## config.mk

```make
export PLATFORM = sky130hd
export DESIGN_NAME = audio_sync_sample_adjust_top_flat
export DESIGN_NICKNAME = d
export VERILOG_FILES = /design/src/hw/rtl/asa_pkg.sv /design/src/hw/rtl/asa_if.sv /design/src/hw/rtl/asa_ctrl.sv /design/src/hw/rtl/asa_dp.sv /design/src/hw/rtl/audio_sync_sample_adjust_top.sv /design/src/flat_wrapper.sv
export SDC_FILE = /design/constraint.sdc
export NUM_CORES = 2
export LEC_CHECK = 0
export ABC_AREA = 1
export BUFFER_PORTS_ARGS = -buffer_cell sky130_fd_sc_hd__buf_4
export CORE_ASPECT_RATIO = 0.6
export CORE_MARGIN = 8
export CORE_UTILIZATION = 40
export DETAILED_ROUTE_END_ITERATION = 8
export PLACE_DENSITY = 0.6
export SLEW_MARGIN = 30
export SYNTH_ARGS = -nofsm -noshare
export SYNTH_HDL_FRONTEND = slang
export SYNTH_SLANG_ARGS = --single-unit
export TNS_END_PERCENT = 30
```

## constraint.sdc

```tcl
create_clock -name clk_i -period 8.64 [get_ports clk_i]
set_input_delay 2.592 -clock clk_i [delete_from_list [all_inputs] [get_ports clk_i]]
set_output_delay 2.592 -clock clk_i [all_outputs]
set_load 0.01 [all_outputs]
```

## src/hw/rtl/asa_pkg.sv

```systemverilog
`timescale 1ns / 1ps

package asa_pkg;

  localparam int unsigned FRAME_W    = 16;
  localparam int unsigned RATE_W     = 19;
  localparam int unsigned COEF_W     = 16;
  localparam int unsigned THR_W      = 16;
  localparam int unsigned CLK_W      = 40;
  localparam int unsigned DIFF_W     = 41;
  localparam int unsigned WANT_W     = 17;
  localparam int unsigned ACC_W      = 50;
  localparam int unsigned MAG_W      = 49;
  localparam int unsigned CNT_W      = 5;
  localparam int unsigned CFG_IDX_W  = 3;
  localparam int unsigned CFG_DATA_W = 19;
  localparam int unsigned MUL_W      = 33;
  localparam int unsigned PROD_W     = 2 * MUL_W;

  localparam logic [CFG_IDX_W-1:0] REG_FRAME_SAMPLES   = 3'd0;
  localparam logic [CFG_IDX_W-1:0] REG_SAMPLE_RATE     = 3'd1;
  localparam logic [CFG_IDX_W-1:0] REG_AVG_COEF        = 3'd2;
  localparam logic [CFG_IDX_W-1:0] REG_NOSYNC_THRESH   = 3'd3;
  localparam logic [CFG_IDX_W-1:0] REG_SYNC_ENABLE     = 3'd4;
  localparam logic [CFG_IDX_W-1:0] REG_TRACK_IS_MASTER = 3'd5;

  localparam logic [FRAME_W-1:0] FRAME_RESET = 16'd1024;
  localparam logic [RATE_W-1:0]  RATE_RESET  = 19'd48000;
  localparam logic [COEF_W-1:0]  COEF_RESET  = 16'd52057;
  localparam logic [THR_W-1:0]   THR_RESET   = 16'd10000;

  localparam logic [CNT_W-1:0]        AVG_SAMPLES  = 5'd20;
  localparam logic [37:0]             MEAN_LIMIT   = 38'h32_0000_0000;
  localparam logic signed [ACC_W-1:0] ACC_MAX      = 50'sh1_FFFF_FFFF_FFFF;
  localparam logic [MUL_W-1:0]        DIV125_RECIP = 33'h1_0624_DD30;
  localparam logic [15:0]             DIV10_RECIP  = 16'hCCCD;

  typedef enum logic [3:0] {
    OP_NONE,
    OP_LOAD,
    OP_MAG,
    OP_CLEAR,
    OP_NOM,
    OP_MUL_AH,
    OP_MUL_AL,
    OP_UPDATE,
    OP_MUL_KH,
    OP_MUL_KL,
    OP_MUL_DR,
    OP_MUL_DQ,
    OP_MUL_DF,
    OP_ADJ
  } dp_op_e;

  typedef struct packed {
    dp_op_e op;
    logic   push;
  } dp_cmd_t;

  typedef struct packed {
    logic bypass;
    logic invalid;
    logic in_range;
    logic cnt_full;
    logic big;
  } dp_status_t;

  typedef struct packed {
    logic [FRAME_W-1:0] frame_samples;
    logic [RATE_W-1:0]  sample_rate;
    logic [COEF_W-1:0]  avg_coef;
    logic [THR_W-1:0]   nosync_threshold_ms;
    logic               sync_enable;
    logic               track_is_master;
  } cfg_t;

endpackage

```

## src/hw/rtl/asa_if.sv

```systemverilog
`timescale 1ns / 1ps

interface asa_in_if;
  logic                            valid;
  logic                            ready;
  logic signed [asa_pkg::CLK_W-1:0] track_clock_ms;
  logic                            track_clock_valid;
  logic signed [asa_pkg::CLK_W-1:0] master_clock_ms;
  logic                            master_clock_valid;

  modport source (
    output valid, track_clock_ms, track_clock_valid, master_clock_ms, master_clock_valid,
    input  ready
  );
  modport sink (
    input  valid, track_clock_ms, track_clock_valid, master_clock_ms, master_clock_valid,
    output ready
  );
endinterface

interface asa_out_if;
  logic                        valid;
  logic                        ready;
  logic [asa_pkg::WANT_W-1:0]  want_samples;

  modport source (
    output valid, want_samples,
    input  ready
  );
  modport sink (
    input  valid, want_samples,
    output ready
  );
endinterface

```

## src/hw/rtl/asa_ctrl.sv

```systemverilog
`timescale 1ns / 1ps

module asa_ctrl (
  input  logic                clk_i,
  input  logic                rst_ni,
  input  logic                in_valid_i,
  output logic                in_ready_o,
  output logic                out_valid_o,
  input  logic                out_ready_i,
  input  asa_pkg::dp_status_t status_i,
  output asa_pkg::dp_cmd_t    cmd_o
);

  localparam logic [3:0] S_IDLE  = 4'd0;
  localparam logic [3:0] S_CHECK = 4'd1;
  localparam logic [3:0] S_CLEAR = 4'd2;
  localparam logic [3:0] S_NOM   = 4'd3;
  localparam logic [3:0] S_MA    = 4'd4;
  localparam logic [3:0] S_MB    = 4'd5;
  localparam logic [3:0] S_UPD   = 4'd6;
  localparam logic [3:0] S_KMAG  = 4'd7;
  localparam logic [3:0] S_KH    = 4'd8;
  localparam logic [3:0] S_KL    = 4'd9;
  localparam logic [3:0] S_KCMP  = 4'd10;
  localparam logic [3:0] S_DR    = 4'd11;
  localparam logic [3:0] S_DQ    = 4'd12;
  localparam logic [3:0] S_DF    = 4'd13;
  localparam logic [3:0] S_DC    = 4'd14;
  localparam logic [3:0] S_OUT   = 4'd15;

  logic [3:0] state_q, state_d;
  logic       out_valid_q, out_valid_d;
  logic       in_fire;

  assign in_ready_o  = (state_q == S_IDLE);
  assign out_valid_o = out_valid_q;
  assign in_fire     = in_valid_i && in_ready_o;

  always_comb begin
    state_d     = state_q;
    out_valid_d = out_valid_q && !out_ready_i;
    cmd_o.op    = asa_pkg::OP_NONE;
    cmd_o.push  = 1'b0;
    case (state_q)
      S_IDLE: begin
        if (in_fire) begin
          cmd_o.op = asa_pkg::OP_LOAD;
          state_d  = S_CHECK;
        end
      end
      S_CHECK: begin
        cmd_o.op = asa_pkg::OP_MAG;
        if (status_i.bypass) begin
          state_d = S_NOM;
        end else if (status_i.invalid) begin
          state_d = S_CLEAR;
        end else if (!status_i.in_range) begin
          state_d = S_NOM;
        end else begin
          state_d = S_MA;
        end
      end
      S_CLEAR: begin
        cmd_o.op = asa_pkg::OP_CLEAR;
        state_d  = S_NOM;
      end
      S_NOM: begin
        cmd_o.op = asa_pkg::OP_NOM;
        state_d  = S_OUT;
      end
      S_MA: begin
        cmd_o.op = asa_pkg::OP_MUL_AH;
        state_d  = S_MB;
      end
      S_MB: begin
        cmd_o.op = asa_pkg::OP_MUL_AL;
        state_d  = S_UPD;
      end
      S_UPD: begin
        cmd_o.op = asa_pkg::OP_UPDATE;
        state_d  = status_i.cnt_full ? S_KMAG : S_NOM;
      end
      S_KMAG: begin
        cmd_o.op = asa_pkg::OP_MAG;
        state_d  = S_KH;
      end
      S_KH: begin
        cmd_o.op = asa_pkg::OP_MUL_KH;
        state_d  = S_KL;
      end
      S_KL: begin
        cmd_o.op = asa_pkg::OP_MUL_KL;
        state_d  = S_KCMP;
      end
      S_KCMP: begin
        state_d = status_i.big ? S_DR : S_NOM;
      end
      S_DR: begin
        cmd_o.op = asa_pkg::OP_MUL_DR;
        state_d  = S_DQ;
      end
      S_DQ: begin
        cmd_o.op = asa_pkg::OP_MUL_DQ;
        state_d  = S_DF;
      end
      S_DF: begin
        cmd_o.op = asa_pkg::OP_MUL_DF;
        state_d  = S_DC;
      end
      S_DC: begin
        cmd_o.op = asa_pkg::OP_ADJ;
        state_d  = S_OUT;
      end
      S_OUT: begin
        if (!out_valid_q || out_ready_i) begin
          cmd_o.push  = 1'b1;
          out_valid_d = 1'b1;
          state_d     = S_IDLE;
        end
      end
      default: begin
        state_d = S_IDLE;
      end
    endcase
  end

  always_ff @(posedge clk_i or negedge rst_ni) begin
    if (!rst_ni) begin
      state_q     <= S_IDLE;
      out_valid_q <= 1'b0;
    end else begin
      state_q     <= state_d;
      out_valid_q <= out_valid_d;
    end
  end

`ifndef SYNTHESIS
  a_fire_to_check: assert property (@(posedge clk_i) disable iff (!rst_ni)
    in_fire |=> state_q == S_CHECK)
    else $error("accepted item did not advance to the check step");

  a_push_sets_valid: assert property (@(posedge clk_i) disable iff (!rst_ni)
    cmd_o.push |=> out_valid_q && state_q == S_IDLE)
    else $error("pushed result not presented");

  a_hold_out: assert property (@(posedge clk_i) disable iff (!rst_ni)
    out_valid_o && !out_ready_i |=> out_valid_o)
    else $error("waiting result dropped");
`endif

endmodule

```

## src/hw/rtl/asa_dp.sv

```systemverilog
`timescale 1ns / 1ps

module asa_dp (
  input  logic                                clk_i,
  input  logic                                rst_ni,
  input  asa_pkg::cfg_t                       cfg_i,
  input  asa_pkg::dp_cmd_t                    cmd_i,
  input  logic signed [asa_pkg::CLK_W-1:0]    track_clock_ms_i,
  input  logic                                track_clock_valid_i,
  input  logic signed [asa_pkg::CLK_W-1:0]    master_clock_ms_i,
  input  logic                                master_clock_valid_i,
  output asa_pkg::dp_status_t                 status_o,
  output logic [asa_pkg::WANT_W-1:0]          want_samples_o
);

  logic signed [asa_pkg::DIFF_W-1:0] diff_q;
  logic                              trk_valid_q, mst_valid_q;
  logic [asa_pkg::MAG_W-1:0]         mag_q;
  logic                              neg_q;
  logic [asa_pkg::PROD_W-1:0]        prod_q, sum_q;
  logic signed [asa_pkg::ACC_W-1:0]  acc_q;
  logic [asa_pkg::CNT_W-1:0]         cnt_q;
  logic [asa_pkg::WANT_W-1:0]        want_q, res_q;

  logic [asa_pkg::DIFF_W-1:0]        diff_neg, diff_mag;
  logic [asa_pkg::ACC_W-1:0]         acc_neg;
  logic [asa_pkg::MAG_W-1:0]         acc_mag;
  logic [16:0]                       k_w;
  logic [asa_pkg::MUL_W-1:0]         mul_a, mul_b;
  logic [asa_pkg::PROD_W-1:0]        prod_d;
  logic [asa_pkg::MAG_W-1:0]         p_w;
  logic signed [asa_pkg::ACC_W:0]    p_s, acc_sum, diff_sh, acc_hi, acc_lo;
  logic signed [asa_pkg::ACC_W-1:0]  acc_sat;
  logic [66:0]                       mean_tot;
  logic [12:0]                       allow_w, adj_mag;
  logic [25:0]                       quot_w;
  logic [asa_pkg::WANT_W-1:0]        frame_ext, want_adj;
  logic                              is_mul;

  assign diff_neg = '0 - diff_q;
  assign diff_mag = diff_q[asa_pkg::DIFF_W-1] ? diff_neg : diff_q;
  assign acc_neg  = '0 - acc_q;
  assign acc_mag  = acc_q[asa_pkg::ACC_W-1] ? acc_neg[asa_pkg::MAG_W-1:0]
                                            : acc_q[asa_pkg::MAG_W-1:0];
  assign k_w      = 17'h1_0000 - {1'b0, cfg_i.avg_coef};

  always_comb begin
    mul_a  = '0;
    mul_b  = '0;
    is_mul = 1'b1;
    case (cmd_i.op)
      asa_pkg::OP_MUL_AH: begin
        mul_a = mag_q[48:16];
        mul_b = {17'b0, cfg_i.avg_coef};
      end
      asa_pkg::OP_MUL_AL: begin
        mul_a = {17'b0, mag_q[15:0]};
        mul_b = {17'b0, cfg_i.avg_coef};
      end
      asa_pkg::OP_MUL_KH: begin
        mul_a = mag_q[48:16];
        mul_b = {16'b0, k_w};
      end
      asa_pkg::OP_MUL_KL: begin
        mul_a = {17'b0, mag_q[15:0]};
        mul_b = {16'b0, k_w};
      end
      asa_pkg::OP_MUL_DR: begin
        mul_a = {17'b0, diff_mag[15:0]};
        mul_b = {14'b0, cfg_i.sample_rate};
      end
      asa_pkg::OP_MUL_DQ: begin
        mul_a = {1'b0, prod_q[34:3]};
        mul_b = asa_pkg::DIV125_RECIP;
      end
      asa_pkg::OP_MUL_DF: begin
        mul_a = {17'b0, cfg_i.frame_samples};
        mul_b = {17'b0, asa_pkg::DIV10_RECIP};
      end
      default: begin
        is_mul = 1'b0;
      end
    endcase
  end

  assign prod_d = mul_a * mul_b;

  assign p_w     = sum_q[asa_pkg::MAG_W-1:0] + {33'b0, prod_q[31:16]};
  assign p_s     = $signed({2'b00, p_w});
  assign diff_sh = $signed({{18{diff_q[16]}}, diff_q[16:0], 16'b0});
  assign acc_sum = (neg_q ? -p_s : p_s) + diff_sh;
  assign acc_hi  = $signed({1'b0, asa_pkg::ACC_MAX});
  assign acc_lo  = -acc_hi;

  always_comb begin
    if (acc_sum > acc_hi) begin
      acc_sat = asa_pkg::ACC_MAX;
    end else if (acc_sum < acc_lo) begin
      acc_sat = -asa_pkg::ACC_MAX;
    end else begin
      acc_sat = acc_sum[asa_pkg::ACC_W-1:0];
    end
  end

  assign mean_tot = {1'b0, sum_q[49:0], 16'b0} + {34'b0, prod_q[32:0]};

  assign quot_w    = sum_q[25:0];
  assign allow_w   = prod_q[31:19];
  assign adj_mag   = (quot_w > {13'b0, allow_w}) ? allow_w : quot_w[12:0];
  assign frame_ext = {1'b0, cfg_i.frame_samples};
  assign want_adj  = diff_q[asa_pkg::DIFF_W-1] ? frame_ext - {4'b0, adj_mag}
                                               : frame_ext + {4'b0, adj_mag};

  assign status_o.bypass   = !cfg_i.sync_enable || cfg_i.track_is_master;
  assign status_o.invalid  = !trk_valid_q || !mst_valid_q;
  assign status_o.in_range = diff_mag < {25'b0, cfg_i.nosync_threshold_ms};
  assign status_o.cnt_full = (cnt_q >= asa_pkg::AVG_SAMPLES);
  assign status_o.big      = mean_tot > {29'b0, asa_pkg::MEAN_LIMIT};

  assign want_samples_o = res_q;

  always_ff @(posedge clk_i) begin
    if (cmd_i.op == asa_pkg::OP_LOAD) begin
      diff_q      <= $signed({track_clock_ms_i[asa_pkg::CLK_W-1], track_clock_ms_i})
                   - $signed({master_clock_ms_i[asa_pkg::CLK_W-1], master_clock_ms_i});
      trk_valid_q <= track_clock_valid_i;
      mst_valid_q <= master_clock_valid_i;
    end
    if (cmd_i.op == asa_pkg::OP_MAG) begin
      mag_q <= acc_mag;
      neg_q <= acc_q[asa_pkg::ACC_W-1];
    end
    if (is_mul) begin
      prod_q <= prod_d;
    end
    if (cmd_i.op == asa_pkg::OP_MUL_AL || cmd_i.op == asa_pkg::OP_MUL_KL) begin
      sum_q <= prod_q;
    end else if (cmd_i.op == asa_pkg::OP_MUL_DF) begin
      sum_q <= {40'b0, prod_q[64:39]};
    end
    if (cmd_i.op == asa_pkg::OP_NOM) begin
      want_q <= frame_ext;
    end else if (cmd_i.op == asa_pkg::OP_ADJ) begin
      want_q <= want_adj;
    end
    if (cmd_i.push) begin
      res_q <= want_q;
    end
  end

  always_ff @(posedge clk_i or negedge rst_ni) begin
    if (!rst_ni) begin
      acc_q <= '0;
      cnt_q <= '0;
    end else if (cmd_i.op == asa_pkg::OP_CLEAR) begin
      acc_q <= '0;
      cnt_q <= '0;
    end else if (cmd_i.op == asa_pkg::OP_UPDATE) begin
      acc_q <= acc_sat;
      if (cnt_q < asa_pkg::AVG_SAMPLES) begin
        cnt_q <= cnt_q + 5'd1;
      end
    end
  end

`ifndef SYNTHESIS
  a_acc_bound: assert property (@(posedge clk_i) disable iff (!rst_ni)
    cmd_i.op == asa_pkg::OP_UPDATE |=>
      acc_q <= asa_pkg::ACC_MAX && acc_q >= -asa_pkg::ACC_MAX)
    else $error("accumulator outside saturation bound");

  a_clear: assert property (@(posedge clk_i) disable iff (!rst_ni)
    cmd_i.op == asa_pkg::OP_CLEAR |=> acc_q == '0 && cnt_q == '0)
    else $error("averaging state not cleared");

  a_count: assert property (@(posedge clk_i) disable iff (!rst_ni)
    cmd_i.op == asa_pkg::OP_UPDATE && cnt_q < asa_pkg::AVG_SAMPLES |=>
      cnt_q == $past(cnt_q) + 5'd1)
    else $error("sample count did not advance");
`endif

endmodule

```

## src/hw/rtl/audio_sync_sample_adjust_top.sv

```systemverilog
`timescale 1ns / 1ps

// Decides how many samples each audio output buffer carries so the track clock
// follows a master clock. One item (track and master clock in ms with their
// valid flags) gives one result, want_samples. The result is loaded into the
// output register after the check and nominal steps when sync is off, the
// track is master or the difference is large, after an added clear step when a
// clock is invalid, after the accumulator update while the averager is still
// filling, after the mean test as well when the running mean stays within
// limit, and after the full path that also scales the difference by the sample
// rate; the controller steps one shared 33x33 multiplier through the
// accumulator update, the mean test and the rate scaling. The next item is
// taken in the cycle after the result is loaded; loading waits while the
// previous result still sits in the output register for the sink.
// Configuration writes are taken at any cycle but belong to idle periods;
// there is no clearing pass after reset.
module audio_sync_sample_adjust_top (
  input  logic                                clk_i,
  input  logic                                rst_ni,
  input  logic                                cfg_we_i,
  input  logic [asa_pkg::CFG_IDX_W-1:0]       cfg_idx_i,
  input  logic [asa_pkg::CFG_DATA_W-1:0]      cfg_data_i,
  asa_in_if.sink                              in_i,
  asa_out_if.source                           out_o
);

  asa_pkg::cfg_t       cfg_q;
  asa_pkg::dp_cmd_t    cmd;
  asa_pkg::dp_status_t status;

  always_ff @(posedge clk_i or negedge rst_ni) begin
    if (!rst_ni) begin
      cfg_q.frame_samples       <= asa_pkg::FRAME_RESET;
      cfg_q.sample_rate         <= asa_pkg::RATE_RESET;
      cfg_q.avg_coef            <= asa_pkg::COEF_RESET;
      cfg_q.nosync_threshold_ms <= asa_pkg::THR_RESET;
      cfg_q.sync_enable         <= 1'b1;
      cfg_q.track_is_master     <= 1'b0;
    end else if (cfg_we_i) begin
      case (cfg_idx_i)
        asa_pkg::REG_FRAME_SAMPLES:   cfg_q.frame_samples       <= cfg_data_i[15:0];
        asa_pkg::REG_SAMPLE_RATE:     cfg_q.sample_rate         <= cfg_data_i;
        asa_pkg::REG_AVG_COEF:        cfg_q.avg_coef            <= cfg_data_i[15:0];
        asa_pkg::REG_NOSYNC_THRESH:   cfg_q.nosync_threshold_ms <= cfg_data_i[15:0];
        asa_pkg::REG_SYNC_ENABLE:     cfg_q.sync_enable         <= cfg_data_i[0];
        asa_pkg::REG_TRACK_IS_MASTER: cfg_q.track_is_master     <= cfg_data_i[0];
        default: begin
        end
      endcase
    end
  end

  asa_ctrl u_ctrl (
    .clk_i       (clk_i),
    .rst_ni      (rst_ni),
    .in_valid_i  (in_i.valid),
    .in_ready_o  (in_i.ready),
    .out_valid_o (out_o.valid),
    .out_ready_i (out_o.ready),
    .status_i    (status),
    .cmd_o       (cmd)
  );

  asa_dp u_dp (
    .clk_i                (clk_i),
    .rst_ni               (rst_ni),
    .cfg_i                (cfg_q),
    .cmd_i                (cmd),
    .track_clock_ms_i     (in_i.track_clock_ms),
    .track_clock_valid_i  (in_i.track_clock_valid),
    .master_clock_ms_i    (in_i.master_clock_ms),
    .master_clock_valid_i (in_i.master_clock_valid),
    .status_o             (status),
    .want_samples_o       (out_o.want_samples)
  );

endmodule

```

## src/flat_wrapper.sv

```systemverilog
// flat-port wrapper written by rule: the top's interface ports become plain ports
module audio_sync_sample_adjust_top_flat 
  (clk_i, rst_ni, cfg_we_i, cfg_idx_i, cfg_data_i, in_i_valid, in_i_track_clock_ms, in_i_track_clock_valid, in_i_master_clock_ms, in_i_master_clock_valid, in_i_ready, out_o_valid, out_o_want_samples, out_o_ready);
  asa_in_if in_i_i ();
  asa_out_if out_o_i ();
  input  logic clk_i;
  input  logic rst_ni;
  input  logic cfg_we_i;
  input  logic [asa_pkg::CFG_IDX_W-1:0] cfg_idx_i;
  input  logic [asa_pkg::CFG_DATA_W-1:0] cfg_data_i;
  input wire logic [$bits(in_i_i.valid)-1:0] in_i_valid;
  input wire logic [$bits(in_i_i.track_clock_ms)-1:0] in_i_track_clock_ms;
  input wire logic [$bits(in_i_i.track_clock_valid)-1:0] in_i_track_clock_valid;
  input wire logic [$bits(in_i_i.master_clock_ms)-1:0] in_i_master_clock_ms;
  input wire logic [$bits(in_i_i.master_clock_valid)-1:0] in_i_master_clock_valid;
  output wire logic [$bits(in_i_i.ready)-1:0] in_i_ready;
  output wire logic [$bits(out_o_i.valid)-1:0] out_o_valid;
  output wire logic [$bits(out_o_i.want_samples)-1:0] out_o_want_samples;
  input wire logic [$bits(out_o_i.ready)-1:0] out_o_ready;
  assign in_i_i.valid = in_i_valid;
  assign in_i_i.track_clock_ms = in_i_track_clock_ms;
  assign in_i_i.track_clock_valid = in_i_track_clock_valid;
  assign in_i_i.master_clock_ms = in_i_master_clock_ms;
  assign in_i_i.master_clock_valid = in_i_master_clock_valid;
  assign in_i_ready = in_i_i.ready;
  assign out_o_valid = out_o_i.valid;
  assign out_o_want_samples = out_o_i.want_samples;
  assign out_o_i.ready = out_o_ready;
  audio_sync_sample_adjust_top u_core (.clk_i(clk_i), .rst_ni(rst_ni), .cfg_we_i(cfg_we_i), .cfg_idx_i(cfg_idx_i), .cfg_data_i(cfg_data_i), .in_i(in_i_i), .out_o(out_o_i));
endmodule
```

==> results.json <==
{
  "final_max_slew_viol_count": 0,
  "hold_class": "flop to flop",
  "synth.most_common_cell": "inv_1",
  "ctsHoldBuffers": 0,
  "clock_latency_ns": 0.62,
  "path_buf_inv": 18,
  "grt_first_pass_wirelength_mm": 311,
  "synth_edf_count": 241,
  "io_pins": 128,
  "gp_congestion": 1.01,
  "r2r-end": "u_core.u_dp.prod_q[58]$_DFFE_PP_",
  "cts_tree": "built",
  "violations": "setup timing",
  "path_class": "flop to flop",
  "drt_iter0_markers": 5588,
  "grt_max_degree": 73,
  "reg2reg_from": "u_core.u_ctrl.state_q[3]$_DFFE_PN0P_",
  "hold_viol": 0,
  "drc": 0,
  "syn_inst": 7240,
  "slowest_delay_ns": 0.61,
  "syn_area_um2": 55000,
  "worstSetupEndpointType": "flop",
  "timing.fmax_mhz": 110,
  "slew-limit-headroom": 0.266,
  "cp_data_arrival_time_ns": 9.48,
  "std_cell_rows": 105,
  "core-area_um2": 137000,
  "antenna_found_initial": 4,
  "tightestPinTransition_ns": 1.09,
  "yosysWarnings": 0,
  "synthTopCellsByArea": "fa_1 (23%), edfxtp_1 (13%), ha_1 (12%)",
  "layout_setup_ws_ns": -0.475,
  "crit_start": "u_core.u_ctrl.state_q[3]$_DFFE_PN0P_",
  "wire_per_inst_um": 21.1,
  "yosysTopAreaCellShare": 0.232,
  "start_util": 0.402,
  "min_period_over_period": 1.05,
  "final-setup-viol-count": 39,
  "vias": 50599,
  "clock_sinks": 371,
  "reg2reg_slack_ns": -0.47,
  "required_ns": 9.00,
  "first_global_vias": 48938,
  "met2_usage": 0.347,
  "reg2reg_depth": 43,
  "cpMostUsedCell": "inv_1",
  "drive_gt1_frac": 0.191,
  "fp.dieArea_um2": 150000,
  "crit_end": "u_core.u_dp.prod_q[58]$_DFFE_PP_",
  "layout_min_cycle_time_ns": 9.11,
  "yosysTopAreaCell": "fa_1",
  "outcome": "finished, violations left",
  "wl_mm": 209,
  "clkTransAtPathRegs_ns": 0.07,
  "io_buffers": 127,
  "synth_seq_area_share": 0.191,
  "syn-mean-instance-area_um2": 7.60,
  "ant_nets": 0,
  "numCtsBuffers": 39,
  "hpwl_mm": 178,
  "drt_first_pass_iters": 6,
  "grt_most_used_layer": "met1",
  "cp_max_fo": 13,
  "grtUsageMet3": 0.101,
  "vias_per_cell": 5.11,
  "synthDistinctLibCells": 62,
  "synth.top_cells.by_count": "inv_1 (1741), nand2_1 (1586), nor2_1 (717)",
  "cts_max_path_buffers": 3,
  "cap_violations": 0,
  "cp_slowest_cell": "fa_2",
  "cts-root-buf": "clkbuf_16",
  "syn_to_final_growth_pct": 23.5,
  "timing.setup.tns_ns": -9.37,
  "grt_overflow": 0,
  "grt_usage": 0.275,
  "htreeDepth": 2,
  "die_w_um": 495,
  "crit_family": "adder cells",
  "grtUsageMet1": 0.444,
  "skew_ns": 0.0247,
  "final_net_count": 9331,
  "synth-seq-cells": 371,
  "worst_setup_path_start_kind": "flop",
  "die_h_um": 303,
  "synth_flop_cell": "edfxtp_1",
  "rsz0062_at_grt": "yes",
  "cp.depth": 43,
  "synthArstFlopShare": 0.348
}
-- worst register-to-register path, delay by kind of cell, from the launching register on --
family,cells,cell delay [ns]
AND/OR/NAND/NOR,8,0.51
AO/OA/AOI/OAI,7,1.48
buffers and inverters,18,1.89
XOR/XNOR,1,0.15
flip-flops,1,0.41
adder cells (fa/ha/maj),9,4.43
-- cells by family after synthesis --
| family | share of synthesized area |
|---|---|
| buffers and inverters | 0.133 |
| flip-flops | 0.191 |
| XOR/XNOR | 0.0438 |
| AO/OA/AOI/OAI | 0.0696 |
| multiplexers | 0.000205 |
| AND/OR/NAND/NOR | 0.211 |
| other | 0.000137 |
| adder cells (fa/ha/maj) | 0.351 |
-- repair_timing --
item,CTS,global route
resized for setup,387,237
gates cloned,0,0
pin swaps,214,139
setup endpoints to repair,48,49
buffers inserted,50,25
-- cells in the final DEF, fill, tap and decap left out, drive strengths merged, types with 18 or more instances in the layout --
| cell type | netlist | layout |
|---|---|---|
| inv | 1758 | 1758 |
| xor2 | 196 | 196 |
| o21a | 18 | 18 |
| buf | 26 | 913 |
| nor3 | 76 | 76 |
| nand3b | 23 | 23 |
| a31oi | 49 | 49 |
| nand3 | 270 | 270 |
| nor4 | 26 | 26 |
| a21oi | 268 | 268 |
| xnor2 | 79 | 79 |
| dfrtp | 106 | 106 |
| clkinv | 19 | 33 |
| ha | 524 | 524 |
| fa | 638 | 638 |
| edfxtp | 241 | 241 |
| nand4 | 68 | 68 |
| nor2 | 729 | 729 |
| nand2 | 1603 | 1603 |
| clkbuf | 127 | 45 |
| conb | 2 | 21 |
| dfstp | 23 | 23 |
| o21ai | 264 | 264 |
-- worst min-delay path by stage --
stage | slack (ns) | cells after the start | end | start
2_1_floorplan | 0.40 | 0 | u_core.u_dp.want_samples_o[0]$_DFFE_PP_ | u_core.u_dp.want_q[0]$_DFFE_PP_
5_1_grt | 0.43 | 0 | u_core.u_dp.want_samples_o[6]$_DFFE_PP_ | u_core.u_dp.want_q[6]$_DFFE_PP_
6_report | 0.42 | 0 | u_core.u_dp.want_samples_o[8]$_DFFE_PP_ | u_core.u_dp.want_q[8]$_DFFE_PP_
3_5_place_dp | 0.41 | 0 | u_core.u_dp.want_samples_o[6]$_DFFE_PP_ | u_core.u_dp.want_q[6]$_DFFE_PP_
4_1_cts | 0.42 | 0 | u_core.u_dp.want_samples_o[8]$_DFFE_PP_ | u_core.u_dp.want_q[8]$_DFFE_PP_
3_3_place_gp | 0.40 | 0 | u_core.u_dp.want_samples_o[10]$_DFFE_PP_ | u_core.u_dp.want_q[10]$_DFFE_PP_
-- sequential cells by signal, indices dropped and copies added, names as in the netlist --
signal,count
u_core.cfg_q,69
u_core.u_dp.prod_q,65
u_core.u_dp.acc_q,50
u_core.u_dp.sum_q,50
u_core.u_dp.mag_q,49
u_core.u_dp.diff_q,41
u_core.u_dp.want_q,17
u_core.u_dp.want_samples_o,17
u_core.u_dp.cnt_q,5
u_core.u_ctrl.state_q,4
u_core.u_ctrl.out_valid_o,1
u_core.u_dp.mst_valid_q,1
u_core.u_dp.neg_q,1
u_core.u_dp.trk_valid_q,1
-- through the flow --
stage | setup WS, ns | util | instances | area (µm²) | hold WS [ns]
finish | -0.475 | 0.497 | 9911 | 67900 | 0.422
global route | -0.831 | 0.497 | 9909 | 67900 | 0.427
CTS | -0.349 | 0.489 | 9888 | 66800 | 0.423
detailed placement | -1.22 | 0.466 | 9772 | 63700 | 0.407
global placement | -1.14 | 0.466 | 9770 | 63600 | 0.402
floorplan | 0.0116 | - | 7259 | 55100 | 0.400
-- cell type report --
cell class                 count  area, µm²
fill                       13373      68700
multi-input combinational   4958      39500
sequential                   371      10500
timing repair buffer         913       7620
inverter                    1777       6700
tap                         1819       2280
clock buffer                  45       1030
clock inverter                26        297
antenna                        2       5.00
-- layer usage --
metal  wire (µm)  vias up  share of wire
met5          27        -        0.00013
met4        2470        4          0.012
met3       28300      144           0.14
met2       74500     2256           0.36
met1      104000    24446           0.50
li1            -    23749              -
Power is not shown: default switching activity piles up to over one toggle a cycle in this logic, so the estimate is an artifact.
